### config.mk
export PLATFORM = sky130hd
export DESIGN_NAME = bbc_out_flat
export DESIGN_NICKNAME = d
export VERILOG_FILES = /design/src/hdl/bbc_pkg.sv /design/src/hdl/bbc_if.sv /design/src/hdl/bbc_out.sv /design/src/flat_wrapper.sv
export SDC_FILE = /design/constraint.sdc
export NUM_CORES = 1
export LEC_CHECK = 0
export BUFFER_PORTS_ARGS = -buffer_cell sky130_fd_sc_hd__buf_2
export CAP_MARGIN = 10
export CORE_MARGIN = 2
export CORE_UTILIZATION = 24
export CTS_BUF_LIST = sky130_fd_sc_hd__clkbuf_8
export DETAILED_ROUTE_END_ITERATION = 10
export PLACE_DENSITY_LB_ADDON = 0.1
export SLEW_MARGIN = 20
export SYNTH_ARGS = -nofsm -noshare
export SYNTH_HDL_FRONTEND = slang
export SYNTH_SLANG_ARGS = --single-unit
### constraint.sdc
create_clock -name clk -period 7.2 [get_ports clk]
set_input_delay 1.44 -clock clk [delete_from_list [all_inputs] [get_ports clk]]
set_output_delay 1.44 -clock clk [all_outputs]
set_load 0.03 [all_outputs]
### src/hdl/bbc_pkg.sv
`default_nettype none

package bbc_pkg;

  localparam int unsigned VALUE_W = 64;
  localparam int unsigned DIGITS  = 16;
  localparam int unsigned ACC_W   = 80;

  localparam logic KIND_TO_BCD = 1'b0;
  localparam logic KIND_TO_BIN = 1'b1;

  localparam logic [1:0] STATUS_OK        = 2'd0;
  localparam logic [1:0] STATUS_OVERFLOW  = 2'd1;
  localparam logic [1:0] STATUS_BAD_DIGIT = 2'd2;

  typedef struct packed {
    logic               kind;
    logic               wide;
    logic               bad;
    logic [ACC_W-1:0]   acc;
    logic [VALUE_W-1:0] src;
  } stage_t;

  // One double-dabble step: correct every digit, then shift in one binary bit.
  function automatic logic [ACC_W-1:0] dd_step(input logic [ACC_W-1:0] acc, input logic b);
    logic [ACC_W-1:0] adj;
    adj = acc;
    for (int n = 0; n < ACC_W / 4; n++) begin
      if (acc[4*n +: 4] >= 4'd5) begin
        adj[4*n +: 4] = acc[4*n +: 4] + 4'd3;
      end
    end
    return {adj[ACC_W-2:0], b};
  endfunction

endpackage

`default_nettype wire

### src/hdl/bbc_if.sv
`default_nettype none


interface bbc_out_if;
  logic        valid;
  logic        ready;
  logic [63:0] result;
  logic [1:0]  status;

  modport source (output valid, output result, output status, input ready);
  modport sink   (input valid, input result, input status, output ready);
endinterface

`default_nettype wire

### src/hdl/bbc_out.sv
`default_nettype none

module bbc_out (
  input  logic            clk,
  input  logic            rst_n,
  input  logic            valid_i,
  output logic            ready_o,
  input  bbc_pkg::stage_t stage_i,
  bbc_out_if.source       out_ch
);
  import bbc_pkg::*;

  logic               valid_r;
  logic [VALUE_W-1:0] result_r;
  logic [1:0]         status_r;
  logic [VALUE_W-1:0] result_nxt;
  logic [1:0]         status_nxt;
  logic               overflow;
  logic               load;

  assign ready_o = ~valid_r | out_ch.ready;
  assign load    = valid_i & ready_o;

  assign overflow = stage_i.wide ? (|stage_i.acc[ACC_W-1:VALUE_W])
                                 : (|stage_i.acc[ACC_W-1:VALUE_W/2]);

  always_comb begin
    result_nxt = stage_i.acc[VALUE_W-1:0];
    if (!stage_i.wide) begin
      result_nxt[VALUE_W-1:VALUE_W/2] = '0;
    end
    if (stage_i.kind == KIND_TO_BCD) begin
      status_nxt = overflow ? STATUS_OVERFLOW : STATUS_OK;
    end else begin
      status_nxt = stage_i.bad ? STATUS_BAD_DIGIT : STATUS_OK;
    end
  end

  always_ff @(posedge clk) begin
    if (!rst_n) begin
      valid_r <= 1'b0;
    end else if (ready_o) begin
      valid_r <= valid_i;
    end
  end

  always_ff @(posedge clk) begin
    if (load) begin
      result_r <= result_nxt;
      status_r <= status_nxt;
    end
  end

  assign out_ch.valid  = valid_r;
  assign out_ch.result = result_r;
  assign out_ch.status = status_r;

endmodule

`default_nettype wire

### src/flat_wrapper.sv
// flat-port wrapper written by rule: the top's interface ports become plain ports
module bbc_out_flat import bbc_pkg::*;
  (clk, rst_n, valid_i, ready_o, stage_i, out_ch_valid, out_ch_result, out_ch_status, out_ch_ready);
  bbc_out_if out_ch_i ();
  input  logic clk;
  input  logic rst_n;
  input  logic valid_i;
  output logic ready_o;
  input  bbc_pkg::stage_t stage_i;
  output wire logic [$bits(out_ch_i.valid)-1:0] out_ch_valid;
  output wire logic [$bits(out_ch_i.result)-1:0] out_ch_result;
  output wire logic [$bits(out_ch_i.status)-1:0] out_ch_status;
  input wire logic [$bits(out_ch_i.ready)-1:0] out_ch_ready;
  assign out_ch_valid = out_ch_i.valid;
  assign out_ch_result = out_ch_i.result;
  assign out_ch_status = out_ch_i.status;
  assign out_ch_i.ready = out_ch_ready;
  bbc_out u_core (.clk(clk), .rst_n(rst_n), .valid_i(valid_i), .ready_o(ready_o), .stage_i(stage_i), .out_ch(out_ch_i));
endmodule
# Word level (Yosys, flattened, before mapping)
# Cells that the tools add are included.
totals:
  reg_bits: 67
  in_bits: 151
op_classes:
  mux: 4
  bitwise: 3
  n_reduce_logical: 2
op_table:
  columns: ["op", "n"]
  rows:
  - ["$reduce_or A48 Y1", 1]
  - ["$reduce_or A16 Y1", 1]
  - ["$mux W2", 2]
  - ["$mux W1", 2]
  - ["$and A1 B1 Y1", 1]
  - ["$not A1 Y1", 1]
  - ["$or A1 B1 Y1", 1]

# Depth between registers and ports, before layout
depth:
  word_depth: 4
  depth_mapped: 4
  depth_no_buf: 4

# Least setup slack after synthesis
# No wires, ideal clock.
synth_timing:
  path_kind: "input -> register"
  start: "input out_ch_ready"
  end: "register u_core.result_r[0] (netlist: u_core.out_ch.result[0]), enable pin"
  setup_time_ps: 431
  t_arrival_ps: 3369
  t_required_ps: 6769
  slack_ps: 3400
  cell_stages: 2
  cell_sequence: "nand2b_1 and2_1"
synth_via:
  elab_chain_cells: 2
synth_lines:
  columns: ["element", "line", "rtl"]
  rows:
  - ["start, declared", "flat_wrapper.sv:13", "input wire logic [$bits(out_ch_i.ready)-1:0] out_ch_ready;"]
  - ["$or A1 B1 Y1", "bbc_out.sv:21", "assign ready_o = ~valid_r | out_ch.ready;"]
  - ["$and A1 B1 Y1", "bbc_out.sv:22", "assign load = valid_i & ready_o;"]
  - ["via u_core.load", "bbc_out.sv:19", "logic load;"]
  - ["end signal, assigned", "bbc_out.sv:49", "result_r <= result_nxt;"]
  - ["end, declared", "bbc_out.sv:14", "logic [VALUE_W-1:0] result_r;"]
# The timed path passes the listed nets, and every way through them passes these cells.
# A chain may end at the register's enable or synchronous reset.

# Worst setup path in the final report
layout_timing:
  start: "input out_ch_ready"
  end: "output ready_o"
layout_via:
  elab_chain_cells: 1
layout_lines:
  columns: ["element", "line", "rtl"]
  rows:
  - ["$or A1 B1 Y1", "bbc_out.sv:21", null]
  - ["end, declared", "flat_wrapper.sv:8", "output logic ready_o;"]
# No other way between the ends.

==> metrics.md <==
| Metric | Value |
|---|---|
| Net Sw Power | `226 uW` |
| Final min period | `3.30 ns` |
| Run status | `complete, no violations` |
| Residual DRC | `0` |
| WS Path Type | `in -> out` |
| Leak Pwr | `between 0.0015 and 0.002 uW` |
| PwrDens | `268 mW/mm^2` |
| Layout area overhead | `49.5%` |
| Final hold vios | `0` |
| Max-cap violations | `0` |
| Initial DRT Pass Iterations | `4` |
| Crit Reg-Reg Endpoint | `u_core.out_ch.result[53]` |
| Global route total overflow | `0` |
| Worst EP required | `5.76 ns` |
| DP Worst Slack | `3.90 ns` |
| RSZ-0062 raised after global routing | `no` |
| # Post-CTS Setup Buffers | `0` |
| Post-Syn Area | `around 0.0024 mm^2` |
| IO buf count | `154` |
| Worst-path clk slew | `0.07 ns` |
| Hold Slack | `between 0.5 and 0.6 ns` |
| IO Pins | `219` |
| Placed cells | `around 400` |
| Initial antenna violation count | `0` |
| Fmax | `between 300 and 400 MHz` |
| Register area share after synthesis | `84.2%` |
| CP Capture Point | `ready_o` |
| Comb pwr share | `between 10% and 20%` |
| Die width | `104 um` |
| ANT cells | `0` |
| Mean post-synth cell area | `19.2 um^2` |
| Sequential share of power | `48.6%` |
| CTS buffer count | `9` |
| Crit-path max FO | `3` |
| CTS Root Cell | `clkbuf_8` |
| Post-synthesis cell type with the largest combined area | `edfxtp_1` |
| Worst Max-Slew Pin Slew | `0.833 ns` |
| Worst EP arrival | `~1.9 ns` |
| GP Congestion | `0.653` |
| DR WL/cell | `between 10 and 15 um` |
| Core Area | `0.00968 mm^2` |
| R2r worst-path depth | `3` |
| Final period util | `between 40 and 50%` |
| Top post-synthesis cells by area | `edfxtp_1 83%, and2_1 8.7%, nor4_1 2.1%, nor4_2 2.1%, dfxtp_1 0.84%` |
| Initial Util | `between 20% and 30%` |
| Synth Register Bits | `67` |
| Clock buffer depth | `2` |
| Clock skew | `0.00796 ns` |
| Vias per std cell | `3.87` |
| EDFF count, synth | `66` |
| Resized cells post-CTS | `0` |
| Crit. End Element | `output pin` |
| Power Internal | `725 uW` |
| Nets | `around 440` |
| H-tree depth | `3` |
| Drt initial violations | `33` |
| Setup TNS | `0 ns` |
| Vias in the first global route | `1,740` |
| Final HPWL DP | `4090 um` |
| Clock share of power | `between 30 and 40%` |
| Maximum VDD drop | `0.0000976 V` |
| Cts hold-fix bufs | `0` |
| Final Non-Filler Cells | `425` |
| Async SR Flop Fraction | `0%` |
| Syn Inst Count | `124` |
| Share of the synthesized area in the top cell type | `83.3%` |
| Routed vias | `1,643` |
| Syn nets | `275` |
| Synth Flop Type | `edfxtp_1` |
| CTS tree | `built` |
| Startpoint Class | `input pin` |
| Layout cells sized above 1 | `60.3%` |
| Switching Share | `about a quarter` |
| HP Class | `reg -> reg` |
| Pin count of the biggest net entering global routing | `67` |
| DIE AREA | `between 0.01 and 0.015 mm^2` |
| CP Launch Point | `out_ch_ready` |
| Worst R2R Start | `u_core.out_ch.valid` |
| First-pass GRT wire length | `8780 um` |
| Final setup margin | `3.90 ns` |
| Endpoints failing setup | `0` |
| Final wirelength | `5570 um` |
| Num rows | `36` |
| Total Routing Usage GR | `around 11%` |
| Worst skew pair latency | `between 0.3 and 0.4 ns` |
| Power Total | `952 uW` |
| R2R setup slack | `5.61 ns` |
| Fin. max-slew vios | `0` |
| Clock sink total | `67` |
| Ys Warns | `0` |
| Slew headroom | `44.5%` |
| Yosys cell types | `14` |
| Antenna Nets Post-Route | `0` |
| Die Y | `104 um` |
critical path, cell delays in order:
cell and delay, ns:
buf_2 0.09, nand2b_1 0.15, buf_2 0.18
cell families after synthesis:
kind of cell           Yosys count  share of synthesized area (%)
DFF                             67                           84.2
buffers and inverters            4                          0.631
and+or+nand+nor                 50                           14.4
AOI/OAI and AO/OA                3                          0.842
Yosys cell counts (2+ instances only):
library cell and instances:
and2_1 33, clkbuf_1 3, nand4_1 2, nor4_1 8
edfxtp_1 66, nor4_2 4
power groups by stage:
stage                     combinational [uW]  sequential (uW)  clock, uW
after floorplan                         17.1              521          0
after global placement                   120              470          0
after detailed placement                 120              471          0
after CTS                                120              462        388
after global routing                     127              464        402
final                                    118              462        371
sequential cells by signal, summed over array words and instances, names as in the netlist:
register and count:
u_core.out_ch.result 64, u_core.out_ch.status 2, u_core.out_ch.valid 1
worst min-delay path by stage:
stage / from / endpoint / slack (ns) / depth (start not counted)
final: u_core.out_ch.valid / u_core.out_ch.valid / 0.52 / 2
after global routing: u_core.out_ch.valid / u_core.out_ch.valid / 0.58 / 2
after CTS: u_core.out_ch.valid / u_core.out_ch.valid / 0.53 / 2
after detailed placement: u_core.out_ch.valid / u_core.out_ch.valid / 0.52 / 2
after global placement: u_core.out_ch.valid / u_core.out_ch.valid / 0.51 / 2
after floorplan: u_core.out_ch.valid / u_core.out_ch.valid / 0.88 / 2
area by class of cell:
cell class	instances	area, um^2
Sequential cell	67	2000
Fill cell	970	6130
Clock buffer	9	124
Timing Repair Buffer	155	778
Tap cell	133	166
Multi-Input combinational cell	53	363
Clock inverter	7	119
Inverter	1	3.75
through the flow:
| step | cell area [um^2] | util, % |
|---|---|---|
| 2_1_floorplan | 2380 | - |
| 3_3_place_gp | 3310 | 34.2 |
| 3_5_place_dp | 3310 | 34.2 |
| 4_1_cts | 3560 | 36.7 |
| 5_1_grt | 3560 | 36.7 |
| 6_report | 3560 | 36.7 |
cells in the final DEF (no fill, tap or decap), types with 2 or more instances in the layout:
cell / Yosys / layout
inv_1: 1 / 2
nor4_1: 8 / 8
and2_2: 1 / 2
nor4_2: 4 / 4
clkinv_4: 0 / 2
buf_2: 0 / 154
and2_1: 33 / 32
bufinv_16: 0 / 3
clkbuf_8: 0 / 9
edfxtp_1: 66 / 66
nand4_1: 2 / 2
routing by layer:
metal / part of all wire, % / track usage, % / vias up / wire [um]
li1: - / - / 804 / -
met1: 42 / 12.6 / 733 / 2340
met2: 47 / 17.4 / 99 / 2610
met3: 9.5 / 3.96 / 7 / 528
met4: 1.6 / 5.50 / 0 / 88
met5: 0 / 0 / - / 0
No activity file was read; power rests on OpenSTA's default activity.
