File: config.mk
export PLATFORM = sky130hd
export DESIGN_NAME = bbc_cell
export DESIGN_NICKNAME = d
export VERILOG_FILES = /design/src/hdl/bbc_pkg.sv /design/src/hdl/bbc_cell.sv
export SDC_FILE = /design/constraint.sdc
export NUM_CORES = 1
export LEC_CHECK = 0
export BUFFER_PORTS_ARGS = -buffer_cell sky130_fd_sc_hd__buf_2
export CAP_MARGIN = 20
export CORE_MARGIN = 1.5
export CORE_UTILIZATION = 63
export DETAILED_ROUTE_END_ITERATION = 10
export GPL_ROUTABILITY_DRIVEN = 0
export MAX_ROUTING_LAYER = met4
export PLACE_DENSITY = 0.95
export SETUP_SLACK_MARGIN = 0.4
export SYNTH_ARGS = -nofsm -noshare
export SYNTH_HDL_FRONTEND = slang
export SYNTH_SLANG_ARGS = --single-unit
File: constraint.sdc
create_clock -name clk -period 13.5 [get_ports clk]
set_input_delay 1.35 -clock clk [delete_from_list [all_inputs] [get_ports clk]]
set_output_delay 1.35 -clock clk [all_outputs]
set_load 0.01 [all_outputs]
File: src/hdl/bbc_pkg.sv
`default_nettype none

package bbc_pkg;

  localparam int unsigned VALUE_W = 64;
  localparam int unsigned DIGITS  = 16;
  localparam int unsigned ACC_W   = 80;

  localparam logic KIND_TO_BCD = 1'b0;
  localparam logic KIND_TO_BIN = 1'b1;

  localparam logic [1:0] STATUS_OK        = 2'd0;
  localparam logic [1:0] STATUS_OVERFLOW  = 2'd1;
  localparam logic [1:0] STATUS_BAD_DIGIT = 2'd2;

  typedef struct packed {
    logic               kind;
    logic               wide;
    logic               bad;
    logic [ACC_W-1:0]   acc;
    logic [VALUE_W-1:0] src;
  } stage_t;

  // One double-dabble step: correct every digit, then shift in one binary bit.
  function automatic logic [ACC_W-1:0] dd_step(input logic [ACC_W-1:0] acc, input logic b);
    logic [ACC_W-1:0] adj;
    adj = acc;
    for (int n = 0; n < ACC_W / 4; n++) begin
      if (acc[4*n +: 4] >= 4'd5) begin
        adj[4*n +: 4] = acc[4*n +: 4] + 4'd3;
      end
    end
    return {adj[ACC_W-2:0], b};
  endfunction

endpackage

`default_nettype wire

File: src/hdl/bbc_cell.sv
`default_nettype none

module bbc_cell (
  input  logic            clk,
  input  logic            rst_n,
  input  logic            valid_i,
  output logic            ready_o,
  input  bbc_pkg::stage_t stage_i,
  output logic            valid_o,
  input  logic            ready_i,
  output bbc_pkg::stage_t stage_o
);
  import bbc_pkg::*;

  logic               valid_r;
  stage_t             stage_r;
  stage_t             stage_nxt;
  logic               load;
  logic [ACC_W-1:0]   acc;
  logic [VALUE_W-1:0] src;
  logic [3:0]         digit;
  logic [VALUE_W-1:0] acc64;

  assign ready_o = ~valid_r | ready_i;
  assign load    = valid_i & ready_o;
  assign digit   = stage_i.src[VALUE_W-1 -: 4];
  assign acc64   = stage_i.acc[VALUE_W-1:0];

  always_comb begin
    stage_nxt = stage_i;
    acc       = stage_i.acc;
    src       = stage_i.src;
    if (stage_i.kind == KIND_TO_BCD) begin
      for (int j = 0; j < 4; j++) begin
        acc = dd_step(acc, src[VALUE_W-1]);
        src = {src[VALUE_W-2:0], 1'b0};
      end
    end else begin
      // Horner step: acc * 10 + next digit, most significant digit first
      acc = {{(ACC_W-VALUE_W){1'b0}},
             (acc64 << 3) + (acc64 << 1) + {{(VALUE_W-4){1'b0}}, digit}};
      src = {src[VALUE_W-5:0], 4'd0};
      stage_nxt.bad = stage_i.bad | (digit > 4'd9);
    end
    stage_nxt.acc = acc;
    stage_nxt.src = src;
  end

  always_ff @(posedge clk) begin
    if (!rst_n) begin
      valid_r <= 1'b0;
    end else if (ready_o) begin
      valid_r <= valid_i;
    end
  end

  always_ff @(posedge clk) begin
    if (load) begin
      stage_r <= stage_nxt;
    end
  end

  assign valid_o = valid_r;
  assign stage_o = stage_r;

endmodule

`default_nettype wire

# [Word level (Yosys, flattened, before mapping)]
# Index checks and enable logic that the tools add are counted.
[word_totals] regBits=144 input_bits=151 output_inout_bits=149
[op_classes] n_addsub=82 order_cmp=81 n_mux=142 bitwise=4
[ops] op="4-bit two-way mux" count=133
[ops] op="4-bit by 3-bit >= comparator with 1-bit output, second input constant" count=80
[ops] op="4-bit by 2-bit adder with 4-bit output, second input constant" count=76
[ops] op="64-bit by 4-bit adder with 64-bit output" count=1
[ops] op="64-bit adder" count=1
[ops] op="64-bit two-way mux" count=1
[ops] op="3-bit two-way mux" count=7
[ops] op="3-bit by 2-bit adder with 3-bit output, second input constant" count=4
[ops] op="4-bit greater-than comparator, second input constant" count=1
[ops] op="1-bit OR" count=2
[ops] op="1-bit bitwise AND" count=1
[ops] op="1-bit two-way mux" count=1
[ops] op="1-bit inverter" count=1

# [Longest topological paths before layout]
# Gate-level depths: netlist (run 1).
[logic_depth] ltp_word=12 depth_mapped=22

# [Worst setup path before layout (run 1)]
# Ideal clock, no wire load.
[synth_timing] path_kind="input to register" from="in ready_i" to="reg stage_r (netlist bit stage_o[100]), enable pin" setup_ns=0.520 arrival_time_ns=4.842 required_ns=12.980 path_slack_ns=8.138 path_stages=2 path_cell_list="nand2b_1 and2_1"
[synth_between] elab_chain_cells=2
[synth_rtl] item="start: declaration" line_no="bbc_cell.sv:10" text="input logic ready_i,"
[synth_rtl] item="1-bit OR" line_no="bbc_cell.sv:24" text="assign ready_o = ~valid_r | ready_i;"
[synth_rtl] item="1-bit bitwise AND" line_no="bbc_cell.sv:25" text="assign load = valid_i & ready_o;"
[synth_rtl] item="named net load" line_no="bbc_cell.sv:18" text="logic load;"
[synth_rtl] item="end signal: assignment" line_no="bbc_cell.sv:59" text="stage_r <= stage_nxt;"
[synth_rtl] item="end: declaration" line_no="bbc_cell.sv:16" text="stage_t stage_r;"
# The timed path passes the listed nets, and every way through them passes these cells.
# A chain may end at the register's enable or synchronous reset.

# [Worst setup path in the final report (run 1)]
[layout_timing] from="in stage_i[133] (netlist name)" to="reg stage_r (netlist bit stage_o[134]), data pin"
[layout_between] elab_chain_cells=11 word_cells_on_any_way=15
[layout_rtl] item="start: declaration" line_no="bbc_cell.sv:8" text="input bbc_pkg::stage_t stage_i,"
[layout_rtl] item="4-bit by 2-bit adder with 4-bit output or 4-bit by 3-bit >= comparator with 1-bit output (tied branches)" line_no="bbc_pkg.sv:30, bbc_pkg.sv:29"
[layout_rtl] item="4-bit two-way mux (*)" line_no="bbc_pkg.sv:29" text="if (acc[4*n +: 4] >= 4'd5) begin"
[layout_rtl] item="4-bit two-way mux (*)" line_no="bbc_cell.sv:33" text="if (stage_i.kind == KIND_TO_BCD) begin"
[layout_rtl] item="4-bit by 2-bit adder with 4-bit output or 4-bit by 3-bit >= comparator with 1-bit output (tied branches)" line_no="bbc_pkg.sv:30, bbc_pkg.sv:29"
[layout_rtl] item="4-bit two-way mux (*)" line_no="bbc_pkg.sv:29"
[layout_rtl] item="4-bit two-way mux (*)" line_no="bbc_cell.sv:33"
[layout_rtl] item="4-bit by 3-bit >= comparator with 1-bit output or 4-bit by 2-bit adder with 4-bit output (tied branches)" line_no="bbc_pkg.sv:29, bbc_pkg.sv:30"
[layout_rtl] item="4-bit two-way mux (*)" line_no="bbc_pkg.sv:29"
[layout_rtl] item="4-bit two-way mux (*)" line_no="bbc_cell.sv:33"
[layout_rtl] item="4-bit by 2-bit adder with 4-bit output or 4-bit by 3-bit >= comparator with 1-bit output (tied branches)" line_no="bbc_pkg.sv:30, bbc_pkg.sv:29"
[layout_rtl] item="4-bit two-way mux (*)" line_no="bbc_pkg.sv:29"
# Mark *: on every way between the ends. The rest lies on a longest branch, timed or not. The select of a mux whose other input is x is not followed.

==> flow_summary.ini, run 1 <==
[power]
ir_drop_mv = 0.0792
power.total_uw = 2410
power.leakage_uw = 0.00869
power_density_nw_per_um2 = 122

[cts]
cts_tree = done
cts.path.max_buffers = 2
clkLatencyLatePin_ns = 0.43
clock_sinks = 144
cts_buffers = 17
path_clk_slew_ns = 0.08
ctsHoldBuffers = 0
cts_setup_buffers = 0
htree_num_levels = 4
cts_resized = 0
root_buffer = clkbuf_16

[floorplan]
initial_core_util = 0.643
std_cell_rows = 60
boundaryPins = 300
die-area_sq_um = 28500
die_w_microns = 169
core_area_sq_um = 27000
die_h_microns = 169

[setup_path]
cp.required_ns = 13.76
r2r_start = valid_o$_SDFFE_PN0N_
setup.worst_path.end = stage_o[134]$_SDFFCE_PP0P_
r2r_slack_ns = 11.30
arrival_ns = 5.98
reg2reg_depth = 3
cp_max_fo = 5
rr_endpoint = stage_o[74]$_DFFE_PP_
worstSetupStartpointType = input port
crit_path_start = stage_i[133]
endpoint_kind = flip-flop
path_class = input port to flip-flop

[placement]
portBuffers = 295
placed_cell_area_sq_um = 19000
place_hpwl_mm = 38.7

[layout]
area_delta_synth_final_pct = 13.6
drive_gt1_frac = 0.191
final.fill_count = 1878
final_cell_mix = buf_2 (294), ha_1 (210), a21oi_1 (191)
final_area_sq_um = 19700
final_nets = 2676
layout_commonest_cell = buf_2

[grt]
grt.total_usage = 0.355
grt_max_degree = 64
grt_pass1_wl_mm = 79.4
antenna_found_initial = 11
grt-ovfl-total = 0
grt_pass1_vias = 16500

[drt]
drt-total-wl_mm = 50.1
postRouteAntennaNets = 0
avgViaCountPerCell = 6.50
drc = 0
avgRoutedWirePerCell_microns = 18.7
dr.pass1.iters = 8
vias = 17400
drt_iter0_drc = 1933

[synthesis]
ys_ff_latch = 144
ys_warn_count = 0
async_flop_share = 0
synthFlopType = edfxtp_1
yosysSeqAreaShare = 0.249
syn_area_sq_um = 17300
avgSynthCellArea_sq_um = 8.46
synth_cell_type_count = 96
syn_inst = 2049
synth_edf_count = 143

[sta]
tns_ns = 0
setup_viol = 0
post-route-min-period_ns = 5.72
drv_slew = 0
max_freq_mhz = 175
final.period_utilization = 0.424
worst_pin_slew_ns = 1.06
hold_viol_final = 0
relSlewSlack = 0.291
rsz0062_at_grt = no
skew_ns = 0.00854

[worst_hold_path]
whs_path_depth = 2
holdCritPathClass = flip-flop to flip-flop

[flow_run]
maxCapViolCount = 0

[run_status]
outcome = finished clean
-- state kept, by name, summed over array words and instances (netlist names) --
register / cells
valid_o: 1
stage_o: 143
-- layout make-up --
cell class | count | area [sq um] | share of cell area
diodes | 11 | 27.5 | 0.00140
clock buffers | 17 | 425 | 0.0216
clock inverters | 15 | 179 | 0.00909
inverters | 135 | 507 | 0.0258
multi-input cells | 1716 | 12300 | 0.625
flip-flops and latches | 144 | 4310 | 0.219
well taps | 341 | 427 | 0.0217
repair buffers | 299 | 1510 | 0.0767
-- worst max-delay path, cell delays in order --
cell       delay, ns
buf_2           0.11
inv_1           0.12
ha_1            0.25
nand2b_1        0.14
a21oi_1         0.30
xnor2_1         0.18
ha_1            0.25
nor2b_1         0.16
a2111oi_0       0.57
a211oi_1        0.19
xor2_1          0.31
inv_1           0.11
ha_1            0.21
o21ai_0         0.22
a21oi_1         0.11
a21oi_1         0.40
ha_1            0.31
a21boi_0        0.26
o21ai_1         0.12
a211oi_1        0.28
-- how the worst min path moves through the flow --
stage	startpoint	endpoint
floorplan	valid_o$_SDFFE_PN0N_	valid_o$_SDFFE_PN0N_
global placement	valid_o$_SDFFE_PN0N_	valid_o$_SDFFE_PN0N_
detailed placement	valid_o$_SDFFE_PN0N_	valid_o$_SDFFE_PN0N_
CTS	valid_o$_SDFFE_PN0N_	valid_o$_SDFFE_PN0N_
global route	valid_o$_SDFFE_PN0N_	valid_o$_SDFFE_PN0N_
finish	valid_o$_SDFFE_PN0N_	valid_o$_SDFFE_PN0N_
-- routing by layer --
layer,global-route usage,wire length (microns),up-vias
li1,-,-,8206
met1,0.383,18600,8043
met2,0.581,23700,911
met3,0.0818,4520,247
met4,0.241,3230,0
met5,-,0,-
-- per-stage QoR --
stage                     std cells   util  setup slack (ns)  hold slack, ns
after global routing           2678  0.730              7.45           0.643
after floorplan                2052      -              8.14           0.610
after detailed placement       2635  0.707              7.59           0.570
after CTS                      2667  0.729              8.03           0.582
final                          2678  0.730              7.78           0.596
after global placement         2635  0.707              8.03           0.552
-- cells by family after synthesis --
group	count (synthesis)	share of synthesized area
compound gates	743	0.275
mux	91	0.0558
other cells	1	0.000216
simple gates	532	0.152
buf+inv	192	0.0426
xor+xnor	134	0.0716
fa+ha+maj	212	0.154
flops	144	0.249
-- report_power, final --
part | internal, uW | switching (uW) | total (uW)
registers | 587 | 27.6 | 614
logic | 511 | 781 | 1290
clock network | 253 | 250 | 503
total | 1350 | 1060 | 2410
-- synthesized netlist by cell type, drive strengths merged, types with 33 or more instances --
cell,number,share of area
inv,135,0.029
xor2,37,0.019
a21oi,210,0.066
edfxtp,143,0.25
nand3,33,0.0095
clkbuf,50,0.011
a31oi,53,0.021
ha,210,0.15
mux2,42,0.028
a211oi,40,0.018
o21ai,206,0.060
nand2b,33,0.012
nor3b,35,0.015
nand2,151,0.033
nor2,139,0.030
xnor2,97,0.052
mux2i,49,0.028
a21o,49,0.021
Power figures use the tool's default switching activity.
==> run 2, diff against run 1 <==
ABC_AREA = 1   (was unset)
CORE_UTILIZATION = 53   (was 63)
PLACE_DENSITY = 0.89   (was 0.95)
clock period = 5.04 ns   (was 13.5 ns; I/O delays follow)
==> run 2 against run 1 <==
  * Die area increased by 21%
  * Global-route usage decreased by 4.4 points
  * Combinational power grew to 2.7 times the previous value
  * Utilization decreased by 11 points
  * First-iteration DRC count shrank 36%
  * Via count rose by 11%
  * Flip-flop and latch count is the same
  * Worst hold slack lost 0.35 ns
  * Cell area increased by 3.0%
  * Critical path depth up 6
  * Clock-buffer cell count unchanged
  * Critical path type unchanged
  * Critical endpoint is now stage_o[142]$_SDFFCE_PP0P_
  * Largest cell class unchanged
  * Largest power group unchanged
==> flow_summary.ini, run 2 <==
[cts]
htree_num_levels = 4
ctsHoldBuffers = 0
cts_setup_buffers = 0
cts_resized = 0
path_clk_slew_ns = 0.07
root_buffer = clkbuf_16
cts.path.max_buffers = 2
cts_tree = done
clock_sinks = 144
clkLatencyLatePin_ns = 0.43
cts_buffers = 17

[layout]
final_nets = 3298
largest_register_ffs = 143
final_cell_mix = nand2_1 (836), inv_1 (374), buf_2 (295)
drive_gt1_frac = 0.162
area_delta_synth_final_pct = 15.0
layout_commonest_cell = nand2_1
final.fill_count = 2794

[sta]
post-route-min-period_ns = 3.91
worst_pin_slew_ns = 1.01
tns_ns = 0
hold_viol_final = 0
relSlewSlack = 0.328
rsz0062_at_grt = no
final.period_utilization = 0.776
layout_setup_ws_ns = 1.13
skew_ns = 0.0123
setup_viol = 0
drv_slew = 0
max_freq_mhz = 256

[synthesis]
avgSynthCellArea_sq_um = 6.70
synth-simple-area-share = 0.375
yosysTopAreaCell = edfxtp_1
synthMuxAreaShare = 0
synth_compound_area_frac = 0.117
synthTopCellsByCount = nand2_1 (836), inv_1 (374), nand3_1 (248)
syn_inst = 2632
synthFlopType = edfxtp_1
synth.top_cell.area_share = 0.244
synth-adder-area-share = 0.151
ys_ff_latch = 144
synth.most_common_cell = nand2_1
syn_area_sq_um = 17600
async_flop_share = 0
synth-xor-area-share = 0.0251
synth_edf_count = 143
ys_warn_count = 0
yosysSeqAreaShare = 0.245
synth_area_leaders = edfxtp_1 (24%), nand2_1 (18%), ha_1 (15%), inv_1 (8.0%), nand3_1 (7.0%)
synth_cell_type_count = 50
synth_top_family_by_area = simple AND/OR/NAND/NOR gates

[placement]
dp_slack_ns = 0.828
portBuffers = 295
place_hpwl_mm = 42.0

[floorplan]
std_cell_rows = 66
core_area_sq_um = 32600
boundaryPins = 300
initial_core_util = 0.541
die-area_sq_um = 34400
die_w_microns = 185
die_h_microns = 185

[setup_path]
cp.required_ns = 5.23
slowest_delay_ns = 0.37
worstSetupStartpointType = input port
reg2reg_depth = 3
endpoint_kind = flip-flop
path_class = input port to flip-flop
cp_slowest_cell = xor2_1
crit_top_cell = inv_1
arrival_ns = 4.10
cp_max_fo = 5
r2r_slack_ns = 3.00

[grt]
antenna_found_initial = 11
grt-ovfl-total = 0
grt_pass1_wl_mm = 83.3
grt_pass1_vias = 18100
grt.total_usage = 0.310
grt_max_degree = 63

[drt]
postRouteAntennaNets = 0
avgViaCountPerCell = 5.66
drt_iter0_drc = 1245
avgRoutedWirePerCell_microns = 15.6
vias = 19300
drt-total-wl_mm = 53.0
drc = 0
dr.pass1.iters = 6

[power]
power_density_nw_per_um2 = 319
ir_drop_mv = 0.247
power.leakage_uw = 0.0110

[worst_hold_path]
holdCritPathClass = input port to flip-flop
whs_path_depth = 1

[run_status]
outcome = finished clean

[flow_run]
maxCapViolCount = 0
[run 2: cell count changes after synthesis, sizes merged, moves of 62 or more]
cell	change
xnor2	-86
o21ai	-62
nand3	+246
inv	+246
a21oi	-94
nand2	+764
[run 2: metrics by stage]
stage               std cells   util  hold slack, ns  area, sq um  total power (uW)
floorplan                2635      -           0.603        17700              4140
global placement         3358  0.602           0.535        19600              4850
detailed placement       3358  0.602           0.564        19600              5030
CTS                      3390  0.621           0.224        20200              6410
global route             3401  0.621           0.222        20300              6970
finish                   3404  0.622           0.242        20300              6470
[run 2: cells by family (layout without fill, tap and decap cells)]
family	after synthesis	count (layout)
other	1	18
adders and majority gates	212	212
AOI/OAI and AO/OA	356	356
xor gates and xnor gates	48	48
buffers and inverters	400	713
DFF	144	144
and+or+nand+nor	1471	1471
[run 2: per-layer routing]
| layer | wire (microns) | track usage | up-vias | part of all wire |
|---|---|---|---|---|
| met5 | 0 | - | - | 0 |
| met4 | 2570 | 0.181 | 0 | 0.048 |
| met3 | 4390 | 0.0560 | 192 | 0.083 |
| met2 | 25800 | 0.538 | 847 | 0.49 |
| met1 | 20200 | 0.332 | 8793 | 0.38 |
| li1 | - | - | 9422 | - |
[run 2: cell type report]
cell class | instances | area [sq um] | share of cell area
diodes | 14 | 35.0 | 0.00173
clock buffers | 17 | 425 | 0.0210
clock inverters | 15 | 191 | 0.00944
inverters | 381 | 1430 | 0.0705
multi-input cells | 2091 | 11800 | 0.583
flip-flops and latches | 144 | 4310 | 0.213
well taps | 442 | 553 | 0.0273
repair buffers | 300 | 1510 | 0.0747
[run 2: worst paths after layout]
kind	startpoint	endpoint
hold / removal	stage_i[18]	stage_o[22]$_DFFE_PP_
setup / recovery	stage_i[137]	stage_o[142]$_SDFFCE_PP0P_
setup reg to reg	valid_o$_SDFFE_PN0N_	stage_o[74]$_DFFE_PP_
hold reg to reg	valid_o$_SDFFE_PN0N_	valid_o$_SDFFE_PN0N_
[run 2: critical path, delay by kind of cell]
family / cells / cell delay (ns)
fa+ha+maj: 4 / 0.88
compound gates: 4 / 0.66
simple gates: 8 / 0.75
xor+xnor: 2 / 0.65
buf+inv: 8 / 0.64
[run 2: power breakdown]
part           leakage [uW]  switching [uW]  internal, uW
logic               0.00932            2320          1170
clock network      0.000301             601           756
registers           0.00140            60.4          1570
